--- config.mk ---
export PLATFORM = sky130hd
export DESIGN_NAME = fraction_multiply_reduce
export DESIGN_NICKNAME = d
export VERILOG_FILES = /design/src/rtl/frmr_pkg.sv /design/src/rtl/fraction_multiply_reduce.sv /design/src/rtl/frmr_seq.sv
export SDC_FILE = /design/constraint.sdc
export NUM_CORES = 2
export LEC_CHECK = 0
export ABC_AREA = 0
export BUFFER_PORTS_ARGS = -buffer_cell sky130_fd_sc_hd__buf_2
export CAP_MARGIN = 10
export CORE_MARGIN = 2
export CORE_UTILIZATION = 45
export CTS_CLUSTER_DIAMETER = 50
export CTS_CLUSTER_SIZE = 20
export DETAILED_ROUTE_END_ITERATION = 6
export PLACE_DENSITY_LB_ADDON = 0.12
export SYNTH_ARGS = -nofsm -noshare
export SYNTH_HDL_FRONTEND = slang
export SYNTH_SLANG_ARGS = --single-unit
--- constraint.sdc ---
create_clock -name clock -period 25.2 [get_ports clock]
set_input_delay 0 -clock clock [delete_from_list [all_inputs] [get_ports clock]]
set_output_delay 0 -clock clock [all_outputs]
set_load 0.01 [all_outputs]
--- src/rtl/frmr_pkg.sv ---
package frmr_pkg;

   localparam int OPERAND_WIDTH = 16;
   localparam int PRODUCT_WIDTH = 2 * OPERAND_WIDTH;
   localparam int RESULT_WIDTH  = 32;
   localparam int SHIFT_WIDTH   = $clog2(PRODUCT_WIDTH);
   localparam int PC_WIDTH      = 4;
   localparam int OP_WIDTH      = 4;
   localparam int COND_WIDTH    = 4;

   typedef struct packed {
      logic signed [OPERAND_WIDTH-1:0] a_num;
      logic signed [OPERAND_WIDTH-1:0] a_den;
      logic signed [OPERAND_WIDTH-1:0] b_num;
      logic signed [OPERAND_WIDTH-1:0] b_den;
   } frmr_req_type;

   typedef struct packed {
      logic signed [RESULT_WIDTH-1:0] prod_num;
      logic signed [RESULT_WIDTH-1:0] prod_den;
   } frmr_rsp_type;

   localparam logic [OP_WIDTH-1:0] OP_NONE       = 4'd0;
   localparam logic [OP_WIDTH-1:0] OP_LOAD       = 4'd1;
   localparam logic [OP_WIDTH-1:0] OP_MUL        = 4'd2;
   localparam logic [OP_WIDTH-1:0] OP_MAG        = 4'd3;
   localparam logic [OP_WIDTH-1:0] OP_HALVE_BOTH = 4'd4;
   localparam logic [OP_WIDTH-1:0] OP_HALVE_U    = 4'd5;
   localparam logic [OP_WIDTH-1:0] OP_HALVE_V    = 4'd6;
   localparam logic [OP_WIDTH-1:0] OP_SUB        = 4'd7;
   localparam logic [OP_WIDTH-1:0] OP_DOUBLE_G   = 4'd8;
   localparam logic [OP_WIDTH-1:0] OP_DIV_INIT_N = 4'd9;
   localparam logic [OP_WIDTH-1:0] OP_DIV_STEP   = 4'd10;
   localparam logic [OP_WIDTH-1:0] OP_DIV_INIT_D = 4'd11;
   localparam logic [OP_WIDTH-1:0] OP_SAVE_D     = 4'd12;
   localparam logic [OP_WIDTH-1:0] OP_OUT        = 4'd13;

   localparam logic [COND_WIDTH-1:0] C_ALWAYS   = 4'd0;
   localparam logic [COND_WIDTH-1:0] C_START    = 4'd1;
   localparam logic [COND_WIDTH-1:0] C_ZERO     = 4'd2;
   localparam logic [COND_WIDTH-1:0] C_ODD_ANY  = 4'd3;
   localparam logic [COND_WIDTH-1:0] C_U_ODD    = 4'd4;
   localparam logic [COND_WIDTH-1:0] C_V_ODD    = 4'd5;
   localparam logic [COND_WIDTH-1:0] C_DIFF_NZ  = 4'd6;
   localparam logic [COND_WIDTH-1:0] C_K_ZERO   = 4'd7;
   localparam logic [COND_WIDTH-1:0] C_CNT_LAST = 4'd8;

   typedef struct packed {
      logic start;
      logic zero;
      logic odd_any;
      logic u_odd;
      logic v_odd;
      logic diff_nz;
      logic k_zero;
      logic cnt_last;
   } frmr_status_type;

   typedef struct packed {
      logic [OP_WIDTH-1:0] op;
      logic                jump;
      logic                busy;
   } frmr_ctrl_type;

endpackage

--- src/rtl/fraction_multiply_reduce.sv ---
// Channel   Ports                      Transfer
// request   start, busy, req_data      start high while busy is low
// result    rsp_strobe, rsp_data       rsp_strobe high, one cycle, always taken
//
// A nonzero item keeps busy high while it runs the halving and subtract loops of the
// binary divisor search and two 32-step restoring divisions.
// An item with a zero product part skips both; the sequencer jumps from MAG to OUT.
// The result strobe comes in the first cycle with busy low; a new item may start then.
// Reset is synchronous and returns the sequencer to idle with no result pending.
module fraction_multiply_reduce (
   input  logic                   clock,
   input  logic                   reset,
   input  logic                   start,
   output logic                   busy,
   input  frmr_pkg::frmr_req_type req_data,
   output logic                   rsp_strobe,
   output frmr_pkg::frmr_rsp_type rsp_data
);

   localparam int PW = frmr_pkg::PRODUCT_WIDTH;
   localparam int SW = frmr_pkg::SHIFT_WIDTH;

   frmr_pkg::frmr_status_type status;
   frmr_pkg::frmr_ctrl_type   ctrl;

   frmr_pkg::frmr_req_type req_ff;
   logic signed [PW-1:0]   pn_ff;
   logic signed [PW-1:0]   pd_ff;
   logic [PW-1:0]          mag_n_ff;
   logic [PW-1:0]          mag_d_ff;
   logic [PW-1:0]          u_ff;
   logic [PW-1:0]          u_in;
   logic [PW-1:0]          v_ff;
   logic [PW-1:0]          v_in;
   logic [SW-1:0]          k_ff;
   logic [SW-1:0]          k_in;
   logic [PW-1:0]          rem_ff;
   logic [PW-1:0]          rem_in;
   logic [PW-1:0]          quo_ff;
   logic [PW-1:0]          quo_in;
   logic [SW-1:0]          cnt_ff;
   logic [SW-1:0]          cnt_in;
   logic [PW-1:0]          qn_ff;
   logic [PW-1:0]          qd_ff;
   frmr_pkg::frmr_rsp_type rsp_ff;
   logic                   strobe_ff;

   logic signed [PW-1:0] mul_n;
   logic signed [PW-1:0] mul_d;
   logic [PW-1:0]        abs_n;
   logic [PW-1:0]        abs_d;
   logic [PW:0]          trial;
   logic [PW:0]          trial_diff;
   logic [PW-1:0]        neg_n;
   logic [PW-1:0]        neg_d;

   assign mul_n = req_ff.a_num * req_ff.b_num;
   assign mul_d = req_ff.a_den * req_ff.b_den;
   assign abs_n = pn_ff[PW-1] ? (~pn_ff + 1'b1) : pn_ff;
   assign abs_d = pd_ff[PW-1] ? (~pd_ff + 1'b1) : pd_ff;
   assign trial      = {rem_ff, quo_ff[PW-1]};
   assign trial_diff = trial - {1'b0, u_ff};
   assign neg_n = pn_ff[PW-1] ? (~qn_ff + 1'b1) : qn_ff;
   assign neg_d = pd_ff[PW-1] ? (~qd_ff + 1'b1) : qd_ff;

   assign status.start    = start;
   assign status.zero     = (pn_ff == '0) || (pd_ff == '0);
   assign status.odd_any  = u_ff[0] | v_ff[0];
   assign status.u_odd    = u_ff[0];
   assign status.v_odd    = v_ff[0];
   assign status.diff_nz  = (u_ff != v_ff);
   assign status.k_zero   = (k_ff == '0);
   assign status.cnt_last = (cnt_ff == SW'(PW - 1));

   frmr_seq u_seq (
      .clock  (clock),
      .reset  (reset),
      .status (status),
      .ctrl   (ctrl)
   );

   always_comb begin
      u_in   = u_ff;
      v_in   = v_ff;
      k_in   = k_ff;
      rem_in = rem_ff;
      quo_in = quo_ff;
      cnt_in = cnt_ff;
      case (ctrl.op)
         frmr_pkg::OP_MAG: begin
            u_in = abs_n;
            v_in = abs_d;
            k_in = '0;
         end
         frmr_pkg::OP_HALVE_BOTH: begin
            if (!ctrl.jump) begin
               u_in = u_ff >> 1;
               v_in = v_ff >> 1;
               k_in = k_ff + 1'b1;
            end
         end
         frmr_pkg::OP_HALVE_U: begin
            if (!ctrl.jump) begin
               u_in = u_ff >> 1;
            end
         end
         frmr_pkg::OP_HALVE_V: begin
            if (!ctrl.jump) begin
               v_in = v_ff >> 1;
            end
         end
         frmr_pkg::OP_SUB: begin
            if (v_ff >= u_ff) begin
               v_in = v_ff - u_ff;
            end else begin
               v_in = u_ff - v_ff;
               u_in = v_ff;
            end
         end
         frmr_pkg::OP_DOUBLE_G: begin
            if (!ctrl.jump) begin
               u_in = u_ff << 1;
               k_in = k_ff - 1'b1;
            end
         end
         frmr_pkg::OP_DIV_INIT_N: begin
            rem_in = '0;
            quo_in = mag_n_ff;
            cnt_in = '0;
         end
         frmr_pkg::OP_DIV_INIT_D: begin
            rem_in = '0;
            quo_in = mag_d_ff;
            cnt_in = '0;
         end
         frmr_pkg::OP_DIV_STEP: begin
            if (!trial_diff[PW]) begin
               rem_in = trial_diff[PW-1:0];
               quo_in = {quo_ff[PW-2:0], 1'b1};
            end else begin
               rem_in = trial[PW-1:0];
               quo_in = {quo_ff[PW-2:0], 1'b0};
            end
            cnt_in = cnt_ff + 1'b1;
         end
         default: begin
         end
      endcase
   end

   always_ff @(posedge clock) begin
      u_ff   <= u_in;
      v_ff   <= v_in;
      k_ff   <= k_in;
      rem_ff <= rem_in;
      quo_ff <= quo_in;
      cnt_ff <= cnt_in;
      if (ctrl.op == frmr_pkg::OP_LOAD) begin
         req_ff <= req_data;
      end
      if (ctrl.op == frmr_pkg::OP_MUL) begin
         pn_ff <= mul_n;
         pd_ff <= mul_d;
      end
      if (ctrl.op == frmr_pkg::OP_MAG) begin
         mag_n_ff <= abs_n;
         mag_d_ff <= abs_d;
         qn_ff    <= abs_n;
         qd_ff    <= abs_d;
      end
      if (ctrl.op == frmr_pkg::OP_DIV_INIT_D) begin
         qn_ff <= quo_ff;
      end
      if (ctrl.op == frmr_pkg::OP_SAVE_D) begin
         qd_ff <= quo_ff;
      end
      if (ctrl.op == frmr_pkg::OP_OUT) begin
         rsp_ff.prod_num <= frmr_pkg::RESULT_WIDTH'(neg_n);
         rsp_ff.prod_den <= frmr_pkg::RESULT_WIDTH'(neg_d);
      end
   end

   always_ff @(posedge clock) begin
      if (reset) begin
         strobe_ff <= 1'b0;
      end else begin
         strobe_ff <= (ctrl.op == frmr_pkg::OP_OUT);
      end
   end

   assign busy       = ctrl.busy;
   assign rsp_strobe = strobe_ff;
   assign rsp_data   = rsp_ff;

endmodule

--- src/rtl/frmr_seq.sv ---
module frmr_seq (
   input  logic                      clock,
   input  logic                      reset,
   input  frmr_pkg::frmr_status_type status,
   output frmr_pkg::frmr_ctrl_type   ctrl
);

   typedef struct packed {
      logic [frmr_pkg::OP_WIDTH-1:0]   op;
      logic [frmr_pkg::COND_WIDTH-1:0] cond;
      logic [frmr_pkg::PC_WIDTH-1:0]   target;
      logic                            hold;
   } uword_type;

   localparam logic [frmr_pkg::PC_WIDTH-1:0] PC_IDLE      = 4'd0;
   localparam logic [frmr_pkg::PC_WIDTH-1:0] PC_MUL       = 4'd1;
   localparam logic [frmr_pkg::PC_WIDTH-1:0] PC_MAG       = 4'd2;
   localparam logic [frmr_pkg::PC_WIDTH-1:0] PC_TWOS      = 4'd3;
   localparam logic [frmr_pkg::PC_WIDTH-1:0] PC_U_EVEN    = 4'd4;
   localparam logic [frmr_pkg::PC_WIDTH-1:0] PC_V_EVEN    = 4'd5;
   localparam logic [frmr_pkg::PC_WIDTH-1:0] PC_SUB       = 4'd6;
   localparam logic [frmr_pkg::PC_WIDTH-1:0] PC_DOUBLE    = 4'd7;
   localparam logic [frmr_pkg::PC_WIDTH-1:0] PC_DIVN_INIT = 4'd8;
   localparam logic [frmr_pkg::PC_WIDTH-1:0] PC_DIVN      = 4'd9;
   localparam logic [frmr_pkg::PC_WIDTH-1:0] PC_DIVD_INIT = 4'd10;
   localparam logic [frmr_pkg::PC_WIDTH-1:0] PC_DIVD      = 4'd11;
   localparam logic [frmr_pkg::PC_WIDTH-1:0] PC_SAVE_D    = 4'd12;
   localparam logic [frmr_pkg::PC_WIDTH-1:0] PC_OUT       = 4'd13;

   function automatic uword_type rom_word(input logic [frmr_pkg::PC_WIDTH-1:0] addr);
      uword_type w;
      begin
         case (addr)
            PC_IDLE:      w = '{frmr_pkg::OP_LOAD, frmr_pkg::C_START, PC_MUL, 1'b1};
            PC_MUL:       w = '{frmr_pkg::OP_MUL, frmr_pkg::C_ALWAYS, PC_MAG, 1'b0};
            PC_MAG:       w = '{frmr_pkg::OP_MAG, frmr_pkg::C_ZERO, PC_OUT, 1'b0};
            PC_TWOS:      w = '{frmr_pkg::OP_HALVE_BOTH, frmr_pkg::C_ODD_ANY, PC_U_EVEN, 1'b1};
            PC_U_EVEN:    w = '{frmr_pkg::OP_HALVE_U, frmr_pkg::C_U_ODD, PC_V_EVEN, 1'b1};
            PC_V_EVEN:    w = '{frmr_pkg::OP_HALVE_V, frmr_pkg::C_V_ODD, PC_SUB, 1'b1};
            PC_SUB:       w = '{frmr_pkg::OP_SUB, frmr_pkg::C_DIFF_NZ, PC_V_EVEN, 1'b0};
            PC_DOUBLE:    w = '{frmr_pkg::OP_DOUBLE_G, frmr_pkg::C_K_ZERO, PC_DIVN_INIT, 1'b1};
            PC_DIVN_INIT: w = '{frmr_pkg::OP_DIV_INIT_N, frmr_pkg::C_ALWAYS, PC_DIVN, 1'b0};
            PC_DIVN:      w = '{frmr_pkg::OP_DIV_STEP, frmr_pkg::C_CNT_LAST, PC_DIVD_INIT, 1'b1};
            PC_DIVD_INIT: w = '{frmr_pkg::OP_DIV_INIT_D, frmr_pkg::C_ALWAYS, PC_DIVD, 1'b0};
            PC_DIVD:      w = '{frmr_pkg::OP_DIV_STEP, frmr_pkg::C_CNT_LAST, PC_SAVE_D, 1'b1};
            PC_SAVE_D:    w = '{frmr_pkg::OP_SAVE_D, frmr_pkg::C_ALWAYS, PC_OUT, 1'b0};
            PC_OUT:       w = '{frmr_pkg::OP_OUT, frmr_pkg::C_ALWAYS, PC_IDLE, 1'b0};
            default:      w = '{frmr_pkg::OP_NONE, frmr_pkg::C_ALWAYS, PC_IDLE, 1'b0};
         endcase
         return w;
      end
   endfunction

   logic [frmr_pkg::PC_WIDTH-1:0] pc_ff;
   logic [frmr_pkg::PC_WIDTH-1:0] pc_in;
   uword_type                     word;
   logic                          taken;

   assign word = rom_word(pc_ff);

   always_comb begin
      case (word.cond)
         frmr_pkg::C_ALWAYS:   taken = 1'b1;
         frmr_pkg::C_START:    taken = status.start;
         frmr_pkg::C_ZERO:     taken = status.zero;
         frmr_pkg::C_ODD_ANY:  taken = status.odd_any;
         frmr_pkg::C_U_ODD:    taken = status.u_odd;
         frmr_pkg::C_V_ODD:    taken = status.v_odd;
         frmr_pkg::C_DIFF_NZ:  taken = status.diff_nz;
         frmr_pkg::C_K_ZERO:   taken = status.k_zero;
         frmr_pkg::C_CNT_LAST: taken = status.cnt_last;
         default:              taken = 1'b1;
      endcase
   end

   always_comb begin
      if (taken) begin
         pc_in = word.target;
      end else if (word.hold) begin
         pc_in = pc_ff;
      end else begin
         pc_in = pc_ff + 1'b1;
      end
   end

   always_ff @(posedge clock) begin
      if (reset) begin
         pc_ff <= PC_IDLE;
      end else begin
         pc_ff <= pc_in;
      end
   end

   assign ctrl.op   = word.op;
   assign ctrl.jump = taken;
   assign ctrl.busy = (pc_ff != PC_IDLE);

endmodule

==> results.yml <==
run_status:
  outcome: "complete, but fails checks"
  violations: "DRC"
routing:
  detail-route-antenna-nets: 0
  vias: 31500
  drt-pass1-iter-count: 7
  drc: 8
  routed_via_density: 5.40
  drtIter0Drc: 2178
  routedWlPerCell_um: 20.1
  wl_um: 117000
floorplan:
  row_count: 116
  die_w_um: 321
  initial_core_util_pct: 45.2
  die_h_um: 321
  die_area_um2: 103000
  boundaryPins: 133
  core_um2: 99700
critical_path:
  max_stage_delay_ns: 0.91
  critPathLaunchType: "flip-flop"
  path_cells: "nand2_1 -> inv_1 -> fa_1 -> fa_1 -> fa_1 -> fa_1 -> fa_1 -> inv_1 -> fa_1 -> inv_1 -> ha_1 -> a21o_1 -> a221o_1 -> a21oi_1 -> o21ai_0 -> a2111oi_0 -> o21bai_1 -> a21oi_1 -> xnor2_1"
  cpMaxStageDelayCell: "fa_1"
  timing_worst_setup_path_type: "reg -> reg"
  endpoint_kind: "flip-flop"
  critical_path_arrival_ns: 7.31
  worst-path-max-fanout: 16
  timing.critical_path.mode_cell: "fa_1"
  critPathRequiredTime_ns: 25.56
timing:
  setup_viol: 0
  tightest_slew_ns: 1.19
  finalCritPeriodShare_pct: 27.6
  fmax_mhz: 144
  period_needed_ns: 6.95
  layout_setup_ws_ns: 18.25
  slew_viol_final: 0
  finalHoldViolCount: 0
  relSlewSlack_pct: 20.3
  finClkSkew_ns: 0.0526
  tns_ns: 0
  rsz0062_at_grt: "false"
flow_run:
  maxCapViolCount: 0
synthesis:
  yosysTopAreaCellShare_pct: 30.5
  syn_avg_cell_area_um2: 10.4
  yosysTopAreaCell: "edfxtp_1"
  yosysSeqAreaShare_pct: 31.3
  postSynthNetCount: 5229
  synthFlopType: "edfxtp_1"
  syn_area_um2: 45100
  postSynthCellCount: 4357
  ys_top_cells_by_area: "edfxtp_1, fa_1, ha_1, inv_1, and2_1"
  synth-warning-count: 0
  synth_edf_count: 458
  ys_ff_latch: 476
  yosysUniqueCellTypes: 91
  synthArstFlopShare_pct: 0
grt:
  antenna_found_initial: 0
  use_met3_pct: 3.38
  grtUsageMet2_pct: 40.3
  grt_pass1_wl_um: 184000
  overflow: 0
  track_usage_pct: 23.3
  grt_pass1_vias: 32600
  busiest_layer: "met2"
  grt_max_degree: 70
  use_met1_pct: 29.6
cts:
  post_cts_resized: 0
  cts_buffers: 68
  cts_buffer_depth: 3
  insertion_delay_ns: 0.66
  cts.clk_slew.worst_paths_ns: 0.06
  clock_sinks: 476
  cts_setup_buffers: 0
  root_buffer: "clkbuf_16"
  htree_levels: 3
  holdBufCountCts: 65
  tritoncts: "yes"
finish:
  nets: 5353
  fillers: 9213
  antenna-diode-count: 0
  drive_above_1_share_pct: 7.98
  area_growth_pct: 11.1
placed_design:
  gp_congestion: 0.886
  io_buffers: 132
  pre_cts_ws_ns: 18.31
  hpwl_um: 91300
hold_path:
  hold_path_class: "in -> reg"
final cells by class:
| type | instances | area, um^2 | share of cell area (%) |
|---|---|---|---|
| Clock buffer | 69 | 1710 | 3.40 |
| Clock inverter | 56 | 746 | 1.49 |
| Inverter | 735 | 2760 | 5.51 |
| Multi-Input combinational cell | 2978 | 27700 | 55.2 |
| Sequential cell | 476 | 14100 | 28.2 |
| Tap cell | 1298 | 1620 | 3.24 |
| Timing Repair Buffer | 222 | 1500 | 2.99 |
through the flow:
| stage | hold slack [ns] | util, % | std cells | area [um^2] |
|---|---|---|---|---|
| after floorplan | 0.0913 | - | 4357 | 45100 |
| after global placement | 0.176 | 47.1 | 5644 | 47000 |
| after detailed placement | 0.178 | 47.1 | 5644 | 47000 |
| after CTS | 0.00676 | 50.2 | 5834 | 50100 |
| after global routing | 0.0326 | 50.2 | 5834 | 50100 |
| final | 0.0574 | 50.2 | 5834 | 50100 |
synth_stat cells, types with 11 or more instances:
| cell | number |
|---|---|
| inv_1 | 733 |
| fa_1 | 528 |
| edfxtp_1 | 458 |
| nand2_1 | 371 |
| ha_1 | 277 |
| and2_1 | 257 |
| nor2_1 | 239 |
| a21oi_1 | 194 |
| xnor2_1 | 178 |
| clkbuf_1 | 138 |
| o21ai_0 | 135 |
| a21o_1 | 92 |
| xor2_1 | 70 |
| mux2i_1 | 44 |
| o31ai_1 | 39 |
| a221o_1 | 33 |
| nor3b_1 | 33 |
| o21bai_1 | 32 |
| nand2b_1 | 30 |
| nand3_1 | 28 |
| o221ai_1 | 25 |
| nor3_1 | 24 |
| a222oi_1 | 22 |
| a22oi_1 | 22 |
| a31oi_1 | 22 |
| or3_1 | 22 |
| a211oi_1 | 21 |
| and3_1 | 19 |
| dfxtp_1 | 18 |
| nand4_1 | 17 |
| o21a_1 | 17 |
| o41ai_1 | 16 |
| mux2_2 | 13 |
| or4_1 | 13 |
| buf_2 | 12 |
| buf_1 | 11 |
| nor2b_1 | 11 |
cells by family (layout without fill, tap and decap cells):
logic type,count (synthesis),in the layout,synth area share (%)
AO/OA/AOI/OAI,747,747,11.3
XOR/XNOR,249,249,4.85
adder cells (fa/ha/maj),805,805,31.1
buffers and inverters,903,1082,7.61
flip-flops,476,476,31.3
multiplexers,59,59,1.36
AND/OR/NAND/NOR,1118,1118,12.4
layer usage:
layer | vias to the layer above | share of wire (%)
met5 | - | 0
met1 | 15700 | 41
li1 | 14800 | -
met3 | 201 | 5.2
met2 | 802 | 50
met4 | 0 | 3.6
placed cells by master, fill, tap and decap left out, drive strengths merged, types with 23 or more instances in the layout:
| cell | n |
|---|---|
| xor2 | 71 |
| mux2i | 44 |
| dlygate4sd3 | 65 |
| nor3 | 25 |
| clkbuf | 69 |
| xnor2 | 178 |
| inv | 752 |
| ha | 277 |
| edfxtp | 458 |
| a21o | 92 |
| fa | 528 |
| nand3 | 29 |
| o221ai | 25 |
| o31ai | 42 |
| nand2b | 31 |
| nor2 | 242 |
| or4 | 23 |
| a21oi | 196 |
| o21bai | 32 |
| nor3b | 33 |
| buf | 157 |
| and2 | 257 |
| o21ai | 139 |
| nand2 | 373 |
| a221o | 33 |
| clkinv | 30 |
critical path: cells and delay by family, from the launching register on:
| kind | cells | cell delay (ns) |
|---|---|---|
| compound gates | 7 | 1.57 |
| xor+xnor | 1 | 0.08 |
| fa+ha+maj | 7 | 3.84 |
| buf+inv | 3 | 0.25 |
| flops | 1 | 0.72 |
| simple gates | 1 | 0.19 |
path summary, 6_finish.rpt:
kind           startpoint            to  slack [ns]  cells past startpoint
min          req_data[48]    req_ff[48]        0.06                      2
max             req_ff[1]     pd_ff[31]       18.25                     19
min reg2reg      qn_ff[0]  rsp_data[32]        0.50                      0
max reg2reg     req_ff[1]     pd_ff[31]       18.25                     19
Power is left out: the tool's default activity adds up to more than one toggle a clock period on the data nets, which glitch-free logic cannot reach.
